===== src/rtl/tfwd_pkg.sv =====
// ----------------------------------------------------------------------------
// tfwd_pkg
// Shared types and codes for the two-queue weighted drain block.
// ----------------------------------------------------------------------------
package tfwd_pkg;

  localparam int VALUE_W = 31;

  // cmd codes
  localparam logic CMD_PUSH = 1'b0;
  localparam logic CMD_TICK = 1'b1;

  // result kind codes
  localparam logic [1:0] KIND_PUSH   = 2'd0;
  localparam logic [1:0] KIND_SERVED = 2'd1;
  localparam logic [1:0] KIND_IDLE   = 2'd2;

  // queue ids
  localparam logic QUEUE_A = 1'b0;
  localparam logic QUEUE_B = 1'b1;

  // result select codes from controller to datapath
  localparam logic [1:0] SEL_PUSH = 2'd0;
  localparam logic [1:0] SEL_A    = 2'd1;
  localparam logic [1:0] SEL_B    = 2'd2;
  localparam logic [1:0] SEL_IDLE = 2'd3;

  typedef struct packed {
    logic               cmd;
    logic [VALUE_W-1:0] value;
  } in_t;

  typedef struct packed {
    logic [1:0]         kind;
    logic [VALUE_W-1:0] served_value;
    logic               source_queue;
    logic               accepted;
    logic               both_empty;
    logic               last;
  } out_t;

  // controller -> datapath
  typedef struct packed {
    logic       load;    // capture request
    logic       push;    // store captured value
    logic       pop_a;
    logic       pop_b;
    logic       toggle;  // advance tick parity
    logic       emit;    // load result register
    logic [1:0] sel;
    logic       last;
  } ctl_t;

  // datapath -> controller
  typedef struct packed {
    logic is_tick;
    logic a_has;   // queue A non-empty
    logic b_due;   // this tick is even and queue B non-empty
  } stat_t;

endpackage


===== src/rtl/two_fifo_weighted_drain.sv =====
// ----------------------------------------------------------------------------
// two_fifo_weighted_drain
// Two circular queues drained 2:1. Pushes route odd values to queue A and
// even values to queue B; each tick serves A, and every second tick also B.
// ----------------------------------------------------------------------------
//
//  channel   handshake          payload   notes
//  -------   ----------------   -------   ---------------------------------
//  request   start / busy       item      taken when start && !busy
//  result    strobe             result    one-cycle strobe per result, no stall
//
//  Sequence: a push runs the accept step, then the exec step. A tick does
//  the same, with a B-pop step after exec when it serves both queues, since
//  both results leave through the one result register, one per cycle.
//  Results appear in the cycle after the step that made them; the next
//  request can be taken in that same cycle.
//  Reset (rst, synchronous) clears pointers, counts, tick parity and the
//  sequencer; queue storage is not cleared, and no clearing pass runs.
//  The receiver cannot stall: each result is valid for its strobe cycle only.
// ----------------------------------------------------------------------------
module two_fifo_weighted_drain #(
  parameter int QUEUE_DEPTH = 64
) (
  input  logic           clk,
  input  logic           rst,
  input  logic           start,
  output logic           busy,
  input  tfwd_pkg::in_t  item,
  output logic           strobe,
  output tfwd_pkg::out_t result
);

  tfwd_pkg::ctl_t  ctl;
  tfwd_pkg::stat_t stat;

  // sequencer: idle -> exec (push or first tick result) -> optional B pop
  tfwd_ctrl u_ctrl (
    .clk   (clk),
    .rst   (rst),
    .start (start),
    .busy  (busy),
    .stat  (stat),
    .ctl   (ctl)
  );

  // queues, parity and the registered result
  tfwd_dpath #(.QUEUE_DEPTH(QUEUE_DEPTH)) u_dpath (
    .clk    (clk),
    .rst    (rst),
    .item   (item),
    .ctl    (ctl),
    .stat   (stat),
    .strobe (strobe),
    .result (result)
  );

  // a non-final result is always followed at once by the rest of the request
  assert property (@(posedge clk) disable iff (rst)
    strobe && !result.last |=> strobe)
    else $error("second result of a tick did not follow");

  // push status is always a single result
  assert property (@(posedge clk) disable iff (rst)
    strobe && result.kind == tfwd_pkg::KIND_PUSH |-> result.last)
    else $error("push status not marked last");

  // the cycle after a request is taken carries no result
  assert property (@(posedge clk) disable iff (rst)
    start && !busy |=> !strobe)
    else $error("result overlapped request execution");

  // a multi-result request always ends with a queue B service
  assert property (@(posedge clk) disable iff (rst)
    strobe && !result.last |=> result.source_queue == tfwd_pkg::QUEUE_B)
    else $error("second result not from queue B");

endmodule


===== src/rtl/tfwd_queue.sv =====
// ----------------------------------------------------------------------------
// tfwd_queue
// Circular FIFO with full-capacity count and a registered read of the head.
// ----------------------------------------------------------------------------
module tfwd_queue #(
  parameter int DEPTH = 64
) (
  input  logic                         clk,
  input  logic                         rst,
  input  logic                         push,
  input  logic                         pop,
  input  logic [tfwd_pkg::VALUE_W-1:0] wdata,
  output logic [tfwd_pkg::VALUE_W-1:0] rdata,
  output logic                         empty,
  output logic                         full,
  output logic                         empty_next
);

  localparam int IW = $clog2(DEPTH);
  localparam int CW = $clog2(DEPTH + 1);

  logic [tfwd_pkg::VALUE_W-1:0] mem [DEPTH];
  logic [IW-1:0] head;
  logic [IW-1:0] tail;
  logic [CW-1:0] count;
  logic [CW-1:0] count_next;
  logic          do_push;
  logic          do_pop;

  assign empty   = (count == '0);
  assign full    = (count == CW'(DEPTH));
  assign do_push = push && !full;
  assign do_pop  = pop && !empty;

  always_comb begin
    count_next = count;
    if (do_push && !do_pop) begin
      count_next = count + CW'(1);
    end else if (do_pop && !do_push) begin
      count_next = count - CW'(1);
    end
  end

  assign empty_next = (count_next == '0);

  always_ff @(posedge clk) begin
    if (rst) begin
      head  <= '0;
      tail  <= '0;
      count <= '0;
    end else begin
      count <= count_next;
      if (do_push) begin
        tail <= (tail == IW'(DEPTH - 1)) ? '0 : tail + IW'(1);
      end
      if (do_pop) begin
        head <= (head == IW'(DEPTH - 1)) ? '0 : head + IW'(1);
      end
    end
  end

  // storage: no reset, entries are defined once written
  always_ff @(posedge clk) begin
    if (do_push) begin
      mem[tail] <= wdata;
    end
    rdata <= mem[head];
  end

endmodule


===== src/rtl/tfwd_ctrl.sv =====
// ----------------------------------------------------------------------------
// tfwd_ctrl
// Sequencer: takes a request, runs push or tick steps, orders the results.
// ----------------------------------------------------------------------------
module tfwd_ctrl (
  input  logic            clk,
  input  logic            rst,
  input  logic            start,
  output logic            busy,
  input  tfwd_pkg::stat_t stat,
  output tfwd_pkg::ctl_t  ctl
);

  localparam logic [1:0] ST_IDLE = 2'd0;
  localparam logic [1:0] ST_PUSH = 2'd1;
  localparam logic [1:0] ST_TICK = 2'd2;
  localparam logic [1:0] ST_POPB = 2'd3;

  logic [1:0] state;
  logic [1:0] state_next;

  assign busy = (state != ST_IDLE);

  always_comb begin
    ctl        = '0;
    ctl.sel    = tfwd_pkg::SEL_IDLE;
    state_next = state;
    unique case (state)
      ST_IDLE: begin
        if (start) begin
          ctl.load   = 1'b1;
          state_next = ST_PUSH;
        end
      end
      ST_PUSH: begin
        // first exec cycle; a tick request branches here
        if (stat.is_tick) begin
          ctl.toggle = 1'b1;
          ctl.emit   = 1'b1;
          state_next = ST_IDLE;
          if (stat.a_has) begin
            ctl.pop_a = 1'b1;
            ctl.sel   = tfwd_pkg::SEL_A;
            ctl.last  = !stat.b_due;
            if (stat.b_due) begin
              state_next = ST_POPB;
            end
          end else if (stat.b_due) begin
            ctl.pop_b = 1'b1;
            ctl.sel   = tfwd_pkg::SEL_B;
            ctl.last  = 1'b1;
          end else begin
            ctl.sel  = tfwd_pkg::SEL_IDLE;
            ctl.last = 1'b1;
          end
        end else begin
          ctl.push   = 1'b1;
          ctl.emit   = 1'b1;
          ctl.sel    = tfwd_pkg::SEL_PUSH;
          ctl.last   = 1'b1;
          state_next = ST_IDLE;
        end
      end
      ST_TICK: begin
        // not entered; kept as a safe return path
        state_next = ST_IDLE;
      end
      ST_POPB: begin
        ctl.pop_b  = 1'b1;
        ctl.emit   = 1'b1;
        ctl.sel    = tfwd_pkg::SEL_B;
        ctl.last   = 1'b1;
        state_next = ST_IDLE;
      end
      default: begin
        state_next = ST_IDLE;
      end
    endcase
  end

  always_ff @(posedge clk) begin
    if (rst) begin
      state <= ST_IDLE;
    end else begin
      state <= state_next;
    end
  end

endmodule


===== src/rtl/tfwd_dpath.sv =====
// ----------------------------------------------------------------------------
// tfwd_dpath
// Request register, the two queues, tick parity and the result register.
// ----------------------------------------------------------------------------
module tfwd_dpath #(
  parameter int QUEUE_DEPTH = 64
) (
  input  logic            clk,
  input  logic            rst,
  input  tfwd_pkg::in_t   item,
  input  tfwd_pkg::ctl_t  ctl,
  output tfwd_pkg::stat_t stat,
  output logic            strobe,
  output tfwd_pkg::out_t  result
);

  tfwd_pkg::in_t  req;
  tfwd_pkg::out_t res_next;
  logic           parity;
  logic           to_a;
  logic           push_a, push_b;
  logic [tfwd_pkg::VALUE_W-1:0] rdata_a, rdata_b;
  logic           empty_a, empty_b, full_a, full_b;
  logic           empty_next_a, empty_next_b;

  // odd values go to queue A
  assign to_a   = req.value[0];
  assign push_a = ctl.push && to_a && !full_a;
  assign push_b = ctl.push && !to_a && !full_b;

  tfwd_queue #(.DEPTH(QUEUE_DEPTH)) u_queue_a (
    .clk        (clk),
    .rst        (rst),
    .push       (push_a),
    .pop        (ctl.pop_a),
    .wdata      (req.value),
    .rdata      (rdata_a),
    .empty      (empty_a),
    .full       (full_a),
    .empty_next (empty_next_a)
  );

  tfwd_queue #(.DEPTH(QUEUE_DEPTH)) u_queue_b (
    .clk        (clk),
    .rst        (rst),
    .push       (push_b),
    .pop        (ctl.pop_b),
    .wdata      (req.value),
    .rdata      (rdata_b),
    .empty      (empty_b),
    .full       (full_b),
    .empty_next (empty_next_b)
  );

  // tick is even when parity returns to 0, i.e. it is 1 now
  assign stat.is_tick = (req.cmd == tfwd_pkg::CMD_TICK);
  assign stat.a_has   = !empty_a;
  assign stat.b_due   = parity && !empty_b;

  always_comb begin
    res_next            = '0;
    res_next.both_empty = empty_next_a && empty_next_b;
    res_next.last       = ctl.last;
    case (ctl.sel)
      tfwd_pkg::SEL_PUSH: begin
        res_next.kind         = tfwd_pkg::KIND_PUSH;
        res_next.source_queue = to_a ? tfwd_pkg::QUEUE_A : tfwd_pkg::QUEUE_B;
        res_next.accepted     = push_a || push_b;
      end
      tfwd_pkg::SEL_A: begin
        res_next.kind         = tfwd_pkg::KIND_SERVED;
        res_next.served_value = rdata_a;
        res_next.source_queue = tfwd_pkg::QUEUE_A;
      end
      tfwd_pkg::SEL_B: begin
        res_next.kind         = tfwd_pkg::KIND_SERVED;
        res_next.served_value = rdata_b;
        res_next.source_queue = tfwd_pkg::QUEUE_B;
      end
      default: begin
        res_next.kind = tfwd_pkg::KIND_IDLE;
      end
    endcase
  end

  always_ff @(posedge clk) begin
    if (rst) begin
      parity <= 1'b0;
      strobe <= 1'b0;
    end else begin
      strobe <= ctl.emit;
      if (ctl.toggle) begin
        parity <= !parity;
      end
    end
  end

  always_ff @(posedge clk) begin
    if (ctl.load) begin
      req <= item;
    end
    if (ctl.emit) begin
      result <= res_next;
    end
  end

endmodule


===== config.mk =====
export PLATFORM = sky130hd
export DESIGN_NAME = two_fifo_weighted_drain
export DESIGN_NICKNAME = d
export VERILOG_FILES = /design/src/rtl/tfwd_pkg.sv /design/src/rtl/two_fifo_weighted_drain.sv /design/src/rtl/tfwd_queue.sv /design/src/rtl/tfwd_ctrl.sv /design/src/rtl/tfwd_dpath.sv
export SDC_FILE = /design/constraint.sdc
export NUM_CORES = 2
export LEC_CHECK = 0
export ABC_CLOCK_PERIOD_IN_PS = 5700
export BUFFER_PORTS_ARGS = -buffer_cell sky130_fd_sc_hd__buf_4
export CORE_MARGIN = 5
export CORE_UTILIZATION = 53
export DETAILED_ROUTE_END_ITERATION = 16
export GPL_ROUTABILITY_DRIVEN = 0
export PLACE_DENSITY = 0.72
export REMOVE_ABC_BUFFERS = 1
export SLEW_MARGIN = 30
export SYNTH_ARGS = -nofsm -noshare
export SYNTH_HDL_FRONTEND = slang
export SYNTH_SLANG_ARGS = --single-unit

===== constraint.sdc =====
create_clock -name clk -period 5.7 [get_ports clk]
set_input_delay 0.57 -clock clk [delete_from_list [all_inputs] [get_ports clk]]
set_output_delay 0.57 -clock clk [all_outputs]
set_load 0.02 [all_outputs]

# Yosys cells after proc, flatten, opt, wreduce, memory -nomap -nowiden
# Memory sizes are Yosys's and may differ from the RTL's. A register that Yosys moved wholly into a read port is not among the register bits.
# Index checks and enable logic that the tools add are counted.
word_totals:
  reg_bits: 111
  latch_bits: 0
  ramBits: 3968
  romBits: 0
  in_bits: 35
  output_inout_bits: 39
  elab_cells: 109
  n_memories: 2
classes:
  addsub: 8
  n_mul: 0
  div: 0
  order_cmp: 0
  eq_ne: 12
  shifts: 0
  n_mux: 35
  bitwise_logic: 0
  reduce_logical: 35
mem_list:
  columns: ["memory", "depth", "width", "rd", "rd_clocked_by_memory_dff", "wr", "line", "source"]
  rows:
  - ["u_dpath.u_queue_a.mem", 64, 31, 1, 1, 1, "tfwd_queue.sv:22", "logic [tfwd_pkg::VALUE_W-1:0] mem [DEPTH];"]
  - ["u_dpath.u_queue_b.mem", 64, 31, 1, 1, 1, "tfwd_queue.sv:22", null]
op_table:
  columns: ["cell", "count"]
  rows:
  - ["31-bit case mux with 2 select lines", 1]
  - ["7-bit zero test", 4]
  - ["7-bit two-way mux", 4]
  - ["6-bit by 1-bit adder with 6-bit output, second input constant", 4]
  - ["6-bit equality test, second input constant", 4]
  - ["6-bit two-way mux", 4]
  - ["7-bit by 1-bit adder with 7-bit output, second input constant", 2]
  - ["7-bit equality test, second input constant", 2]
  - ["1-bit logical AND", 14]
  - ["7-bit by 1-bit subtractor with 7-bit output, second input constant", 2]
  - ["1-bit two-way mux", 12]
  - ["2-bit two-way mux", 6]
  - ["1-bit zero test", 11]
  - ["3-bit two-way mux", 3]
  - ["4-bit case mux with 2 select lines", 1]
  - ["2-bit equality test, second input constant", 3]
  - ["2-bit case mux with 3 select lines", 1]
  - ["2-bit by 1-bit equality test with 1-bit output, second input constant", 2]
  - ["2-bit zero test", 2]
  - ["1-bit case mux with 2 select lines", 2]
  - ["2-bit case mux with 2 select lines", 1]
  - ["2-bit OR reduction", 2]
  - ["2-bit inequality test, second input constant", 1]
  - ["2-bit nonzero test", 1]
  - ["1-bit logical OR", 1]

# Depth between registers and ports, before layout
depth:
  depth_word: 16
  mapped_depth: 12
  depth_no_buf: 11

# Cells and area by module
# A second synthesis with hierarchy kept.
unflattened:
  hier_cells: 7128
  area_unflattened_um2: 157503.6
modules_own_cells:
  columns: ["module", "instances", "cells_per_inst", "area_per_inst_um2", "seq_area_each_um2"]
  rows:
  - ["tfwd_queue at u_dpath.u_queue_a", 1, 3471, 77297.9, 60578.1]
  - ["tfwd_queue at u_dpath.u_queue_b", 1, 3471, 77284.1, 60578.1]
  - ["tfwd_dpath", 1, 164, 2763.9, 2112.0]
  - ["tfwd_ctrl", 1, 22, 157.7, 40.0]

# Worst setup path after synthesis
# OpenSTA, ideal clock, no wires.
synth_timing:
  path_kind: "reg-to-reg"
  start: "register u_dpath.req[0] (netlist bit)"
  end: "memory u_dpath.u_queue_a.mem[46][0] (netlist bit), enable pin"
  setup_ns: 0.419
  arrival_ns: 4.656
  required_ns: 5.281
  slack_ns: 0.625
  path_stages_with_launch: 6
  n_path_buf: 1
  period_less_slack_ns: 5.075
  path_cell_list: "edfxtp_1 -> nand4bb_1 -> a21oi_1 -> clkbuf_1 -> nand4b_1 -> nor2_1"
synth_via:
  elab_chain_len: 5
synth_rtl:
  columns: ["item", "line", "source"]
  rows:
  - ["start: declaration", "tfwd_dpath.sv:17", "tfwd_pkg::in_t req;"]
  - ["start signal: assignment", "tfwd_dpath.sv:100", "req <= item;"]
  - ["1-bit logical AND (2 in a row)", "tfwd_dpath.sv:28", "assign push_a = ctl.push && to_a && !full_a;"]
  - ["1-bit logical AND", "tfwd_queue.sv:32", "assign do_push = push && !full;"]
  - ["1-bit two-way mux", "tfwd_queue.sv:64", "if (do_push) begin"]
  - ["1-bit two-way mux (implied by the code)", "tfwd_queue.sv:65", "mem[tail] <= wdata;"]
  - ["end: declaration", "tfwd_queue.sv:22", null]
# Every way passes these cells.

# Final worst setup path
layout_timing:
  start: "register u_ctrl.state[0]"
  end: "memory u_dpath.u_queue_a.mem[3][0] (netlist bit), enable pin"
layout_via:
  elab_chain_len: 7
layout_rtl:
  columns: ["item", "line", "source"]
  rows:
  - ["start: declaration", "tfwd_ctrl.sv:19", "logic [1:0] state;"]
  - ["start signal: assignment", "tfwd_ctrl.sv:85", "state <= state_next;"]
  - ["2-bit by 1-bit equality test with 1-bit output", "tfwd_ctrl.sv:28", "unique case (state)"]
  - ["2-bit two-way mux", "tfwd_ctrl.sv:28", null]
  - ["1-bit logical AND (2 in a row)", "tfwd_dpath.sv:28", null]
  - ["1-bit logical AND", "tfwd_queue.sv:32", null]
  - ["1-bit two-way mux", "tfwd_queue.sv:64", null]
  - ["1-bit two-way mux (implied by the code)", "tfwd_queue.sv:65", null]
# Every way passes these cells.

==> impl_table.tex <==
\begin{tabular}{lr}
\hline
Metric & Value \\
\hline
\multicolumn{2}{l}{\textbf{Timing}} \\
Slew at the pin closest to its max-slew limit & between 1 and 1.5 ns \\
Setup clock skew after layout & 0.0466 ns \\
Final setup violation count & 0 \\
Count of endpoints failing hold in the final timing report & 0 \\
Post-layout minimum cycle time & 4.50 ns \\
Worst hold margin & approximately 0.14 ns \\
Max\_slew headroom & 31.3\% \\
Fmax & 222 MHz \\
Post-route fraction of the period consumed by the critical path & between 70\% and 80\% \\
Unrepaired setup endpoints after global routing & false \\
Final Max Slew Viols & 0 \\
\multicolumn{2}{l}{\textbf{Worst setup path}} \\
CP Data Required Time & 6.33 ns \\
Kind of critical path & register to register \\
Kind of launch point of the worst setup path & register \\
Largest stage delay on the critical path & 0.78 ns \\
Maximum net fanout on the critical path & 25 \\
Most Frequent Cell on Critical Path & buf\_4 \\
Critical-path top delay cell & a21oi\_2 \\
Element type at the critical path end & register \\
CP Data Arrival Time & a little over 5 ns \\
CP cell instances & nand4bb\_1 > a21oi\_2 > nor2b\_1 > nand3\_1 > buf\_4 > nor2\_4 > buf\_4 \\
\multicolumn{2}{l}{\textbf{Logic synthesis}} \\
FF+latch count, synth & 4141 \\
Netlist area before placement & 156000 sq um \\
Mapped Cells & $\sim$6400 \\
Library cells used by synthesis & 60 \\
FFs w/ async S/R, synth & 0\% \\
Post-synthesis adder-cell area fraction & less than 1\% \\
Most repeated cell in the gate-level netlist after synthesis & edfxtp\_1 \\
Commonest cells post-synth & edfxtp\_1 (4037), mux4\_2 (1240), nor2\_1 (205), clkbuf\_1 (179), a22oi\_1 (156) \\
Simple-gate share of the synthesized area & 1.15\% \\
Synth Area in Compound Gates & 0.965\% \\
Part of the Yosys area used for sequential elements & between 70 and 80\% \\
EDFF count, synth & 4037 \\
Avg Synthesized Cell Area & around 25 sq um \\
Top cell type's share of synthesized area & 77.5\% \\
Main combinational cell family by area after synthesis & multiplexers \\
Share of synthesized area spent on multiplexers & between 15 and 20\% \\
Total of warnings raised by yosys & 0 \\
Xor and xnor fraction of the mapped netlist area & 0.129\% \\
Most area-consuming cells after synthesis & edfxtp\_1 (77\%), mux4\_2 (18\%), dfxtp\_1 (1.3\%) \\
Most used flip-flop cell after synthesis & edfxtp\_1 \\
Synth area leader & edfxtp\_1 \\
\multicolumn{2}{l}{\textbf{Floorplan}} \\
Chip height & around 550 um \\
Cell row count & 199 \\
Number of top-level design ports & 74 \\
Core footprint & approximately 290000 sq um \\
Starting utilization of the core area & 53.2\% \\
Die area & between 300000 and 400000 sq um \\
Die extent in x & 553 um \\
\multicolumn{2}{l}{\textbf{Clock tree}} \\
Master cell of the clock root buffer & clkbuf\_16 \\
TritonCTS Buffers & 402 \\
Clock net sink count & 4141 \\
Clock tree from TritonCTS & built \\
Clock latency reported for the late side of the worst-skew pair & roughly 0.94 ns \\
Number of H-tree levels & 5 \\
Maximum clock path buffer count & 4 \\
Clock Pin Slew Worst Setup and Hold Paths & $\sim$0.060 ns \\
Post-cts resize count & 0 \\
\multicolumn{2}{l}{\textbf{Power}} \\
Power per cell area & $\sim$340 nW/um\^{}2 \\
Overall power consumption & 61.0 mW \\
Leakage power & about 53 nW \\
Maximum ir drop on the vdd rail & 0.000303 V \\
\multicolumn{2}{l}{\textbf{Routing}} \\
Routed len/inst & 34.6 um \\
Remaining antenna violation count & 0 \\
DRT Pass-1 Iters & 5 \\
Post-route DRC & 0 \\
Routed WL & 385000 um \\
Via count of the routed design & 72789 \\
Via density & between 6 and 7 \\
Iteration-0 DRC Markers & 10837 \\
\multicolumn{2}{l}{\textbf{Run}} \\
Number of max-capacitance violations reported & 0 \\
\multicolumn{2}{l}{\textbf{Finish}} \\
\# nets final & 6888 \\
Signed area change from the synthesized netlist to the final layout & 14.1\% \\
Share of post-route cells with drive strength above 1 & about a third \\
\multicolumn{2}{l}{\textbf{Status}} \\
Status & finished clean \\
\multicolumn{2}{l}{\textbf{Global route}} \\
Initial antenna violation count & 13 \\
Largest net degree at the start of global routing & 129 \\
GRT Total Usage & 25.0\% \\
Total congestion overflow after global routing & 0 \\
Vias in the first global route & 73445 \\
First-pass GRT wire length & 550000 um \\
\multicolumn{2}{l}{\textbf{Placed design}} \\
Detailed Place HPWL & around 220000 um \\
Number of buffers inserted by port buffering & 73 \\
\multicolumn{2}{l}{\textbf{Min path}} \\
Worst hold path type & input port to register \\
\hline
\end{tabular}
-- final cells by class --
type,instances,area [sq um]
diodes,7,17.5
clock buffers,505,10700
clock inverters,240,2420
fillers,19006,116000
inverters,15,56.3
multi-input cells,1882,32700
flip-flops and latches,4141,123000
well taps,3919,4900
repair buffers,399,4360
-- where the power goes --
part           switching [mW]  internal, mW  leakage, nW
Sequential             0.0658          33.5         37.2
Combinational           0.775         0.215         9.76
Clock                    11.3          15.2         6.39
-- through the flow --
stage               setup TNS [ns]  utilization (%)  cell area [sq um]  setup slack (ns)  cells
floorplan                 -1193.17                -             155000            -16.17   6038
global placement                 0             55.7             164000              1.04  10276
detailed placement               0             56.1             165000              1.37  10322
CTS                              0             60.7             178000              1.30  11100
global route                     0             60.7             178000              1.10  11103
finish                           0             60.7             178000              1.20  11108
-- state kept, by name (all words and copies together) (netlist names) --
| register | count |
|---|---|
| u_ctrl.state | 2 |
| u_dpath.parity | 1 |
| u_dpath.req | 31 |
| u_dpath.result | 37 |
| u_dpath.stat | 1 |
| u_dpath.strobe | 1 |
| u_dpath.u_queue_a.count | 7 |
| u_dpath.u_queue_a.head | 6 |
| u_dpath.u_queue_a.mem | 1984 |
| u_dpath.u_queue_a.rdata | 31 |
| u_dpath.u_queue_a.tail | 6 |
| u_dpath.u_queue_b.count | 7 |
| u_dpath.u_queue_b.head | 6 |
| u_dpath.u_queue_b.mem | 1984 |
| u_dpath.u_queue_b.rdata | 31 |
| u_dpath.u_queue_b.tail | 6 |
-- cell usage in the layout, fill, tap and decap left out, types with 14 or more instances in the layout --
cell           synthesis  routed
buf_4                 11     286
bufinv_16              0      39
clkinvlp_4             0      20
buf_16                 0      42
clkbuf_1             179      82
nand2_1               86      85
clkinv_2               0      67
xor2_1                15      15
inv_1                 15      15
clkinv_1               0      84
edfxtp_1            4037    4037
buf_12                 0      32
dlygate4sd3_1          0      33
clkbuf_16              0     408
mux4_2              1240    1240
nor2_1               205      74
a22oi_1              156     156
nor2_4                 0     131
clkbuf_8               1      15
nand3_1               15      14
dfxtp_1              104      95
-- critical path: cells and delay by family (launching register included) --
family / cells / cell delay (ns)
AOI/OAI and AO/OA: 1 / 0.78
DFF: 1 / 0.69
and+or+nand+nor: 4 / 1.99
buffers and inverters: 2 / 0.71
-- timing repair --
action / CTS / global route
buffers inserted: 0 / 0
endpoints found under the hold margin: 50 / 0
hold buffers: 33 / 0
-- metal layers --
metal | wire length, um | vias up | GRT usage, %
li1 | - | 28562 | -
met4 | 20900 | 6 | 11.0
met2 | 192000 | 4379 | 40.8
met3 | 34200 | 740 | 4.04
met1 | 138000 | 39102 | 34.0
met5 | 41 | - | 0
-- path summary, 6_finish.rpt --
kind | slack [ns] | to | cells after the start | startpoint
min reg2reg | 0.56 | u_dpath.result[31]$_DFFE_PN_ | 2 | u_dpath.u_queue_a.rdata[27]$_DFF_P_
min | 0.14 | u_dpath.req[6]$_DFFE_PP_ | 3 | start
max reg2reg | 1.20 | u_dpath.u_queue_a.mem[3][0]$_DFFE_PP_ | 7 | u_ctrl.state[0]$_SDFFE_PP0P_
max | 1.20 | u_dpath.u_queue_a.mem[3][0]$_DFFE_PP_ | 7 | u_ctrl.state[0]$_SDFFE_PP0P_
-- logic make-up after synthesis --
kind of cell             Yosys count
buffers and inverters            360
adder cells (fa/ha/maj)           12
flip-flops                      4141
multiplexers                    1245
AND/OR/NAND/NOR                  395
AO/OA/AOI/OAI                    207
XOR/XNOR                          23
Note: power is estimated with default switching activity, not from simulation.
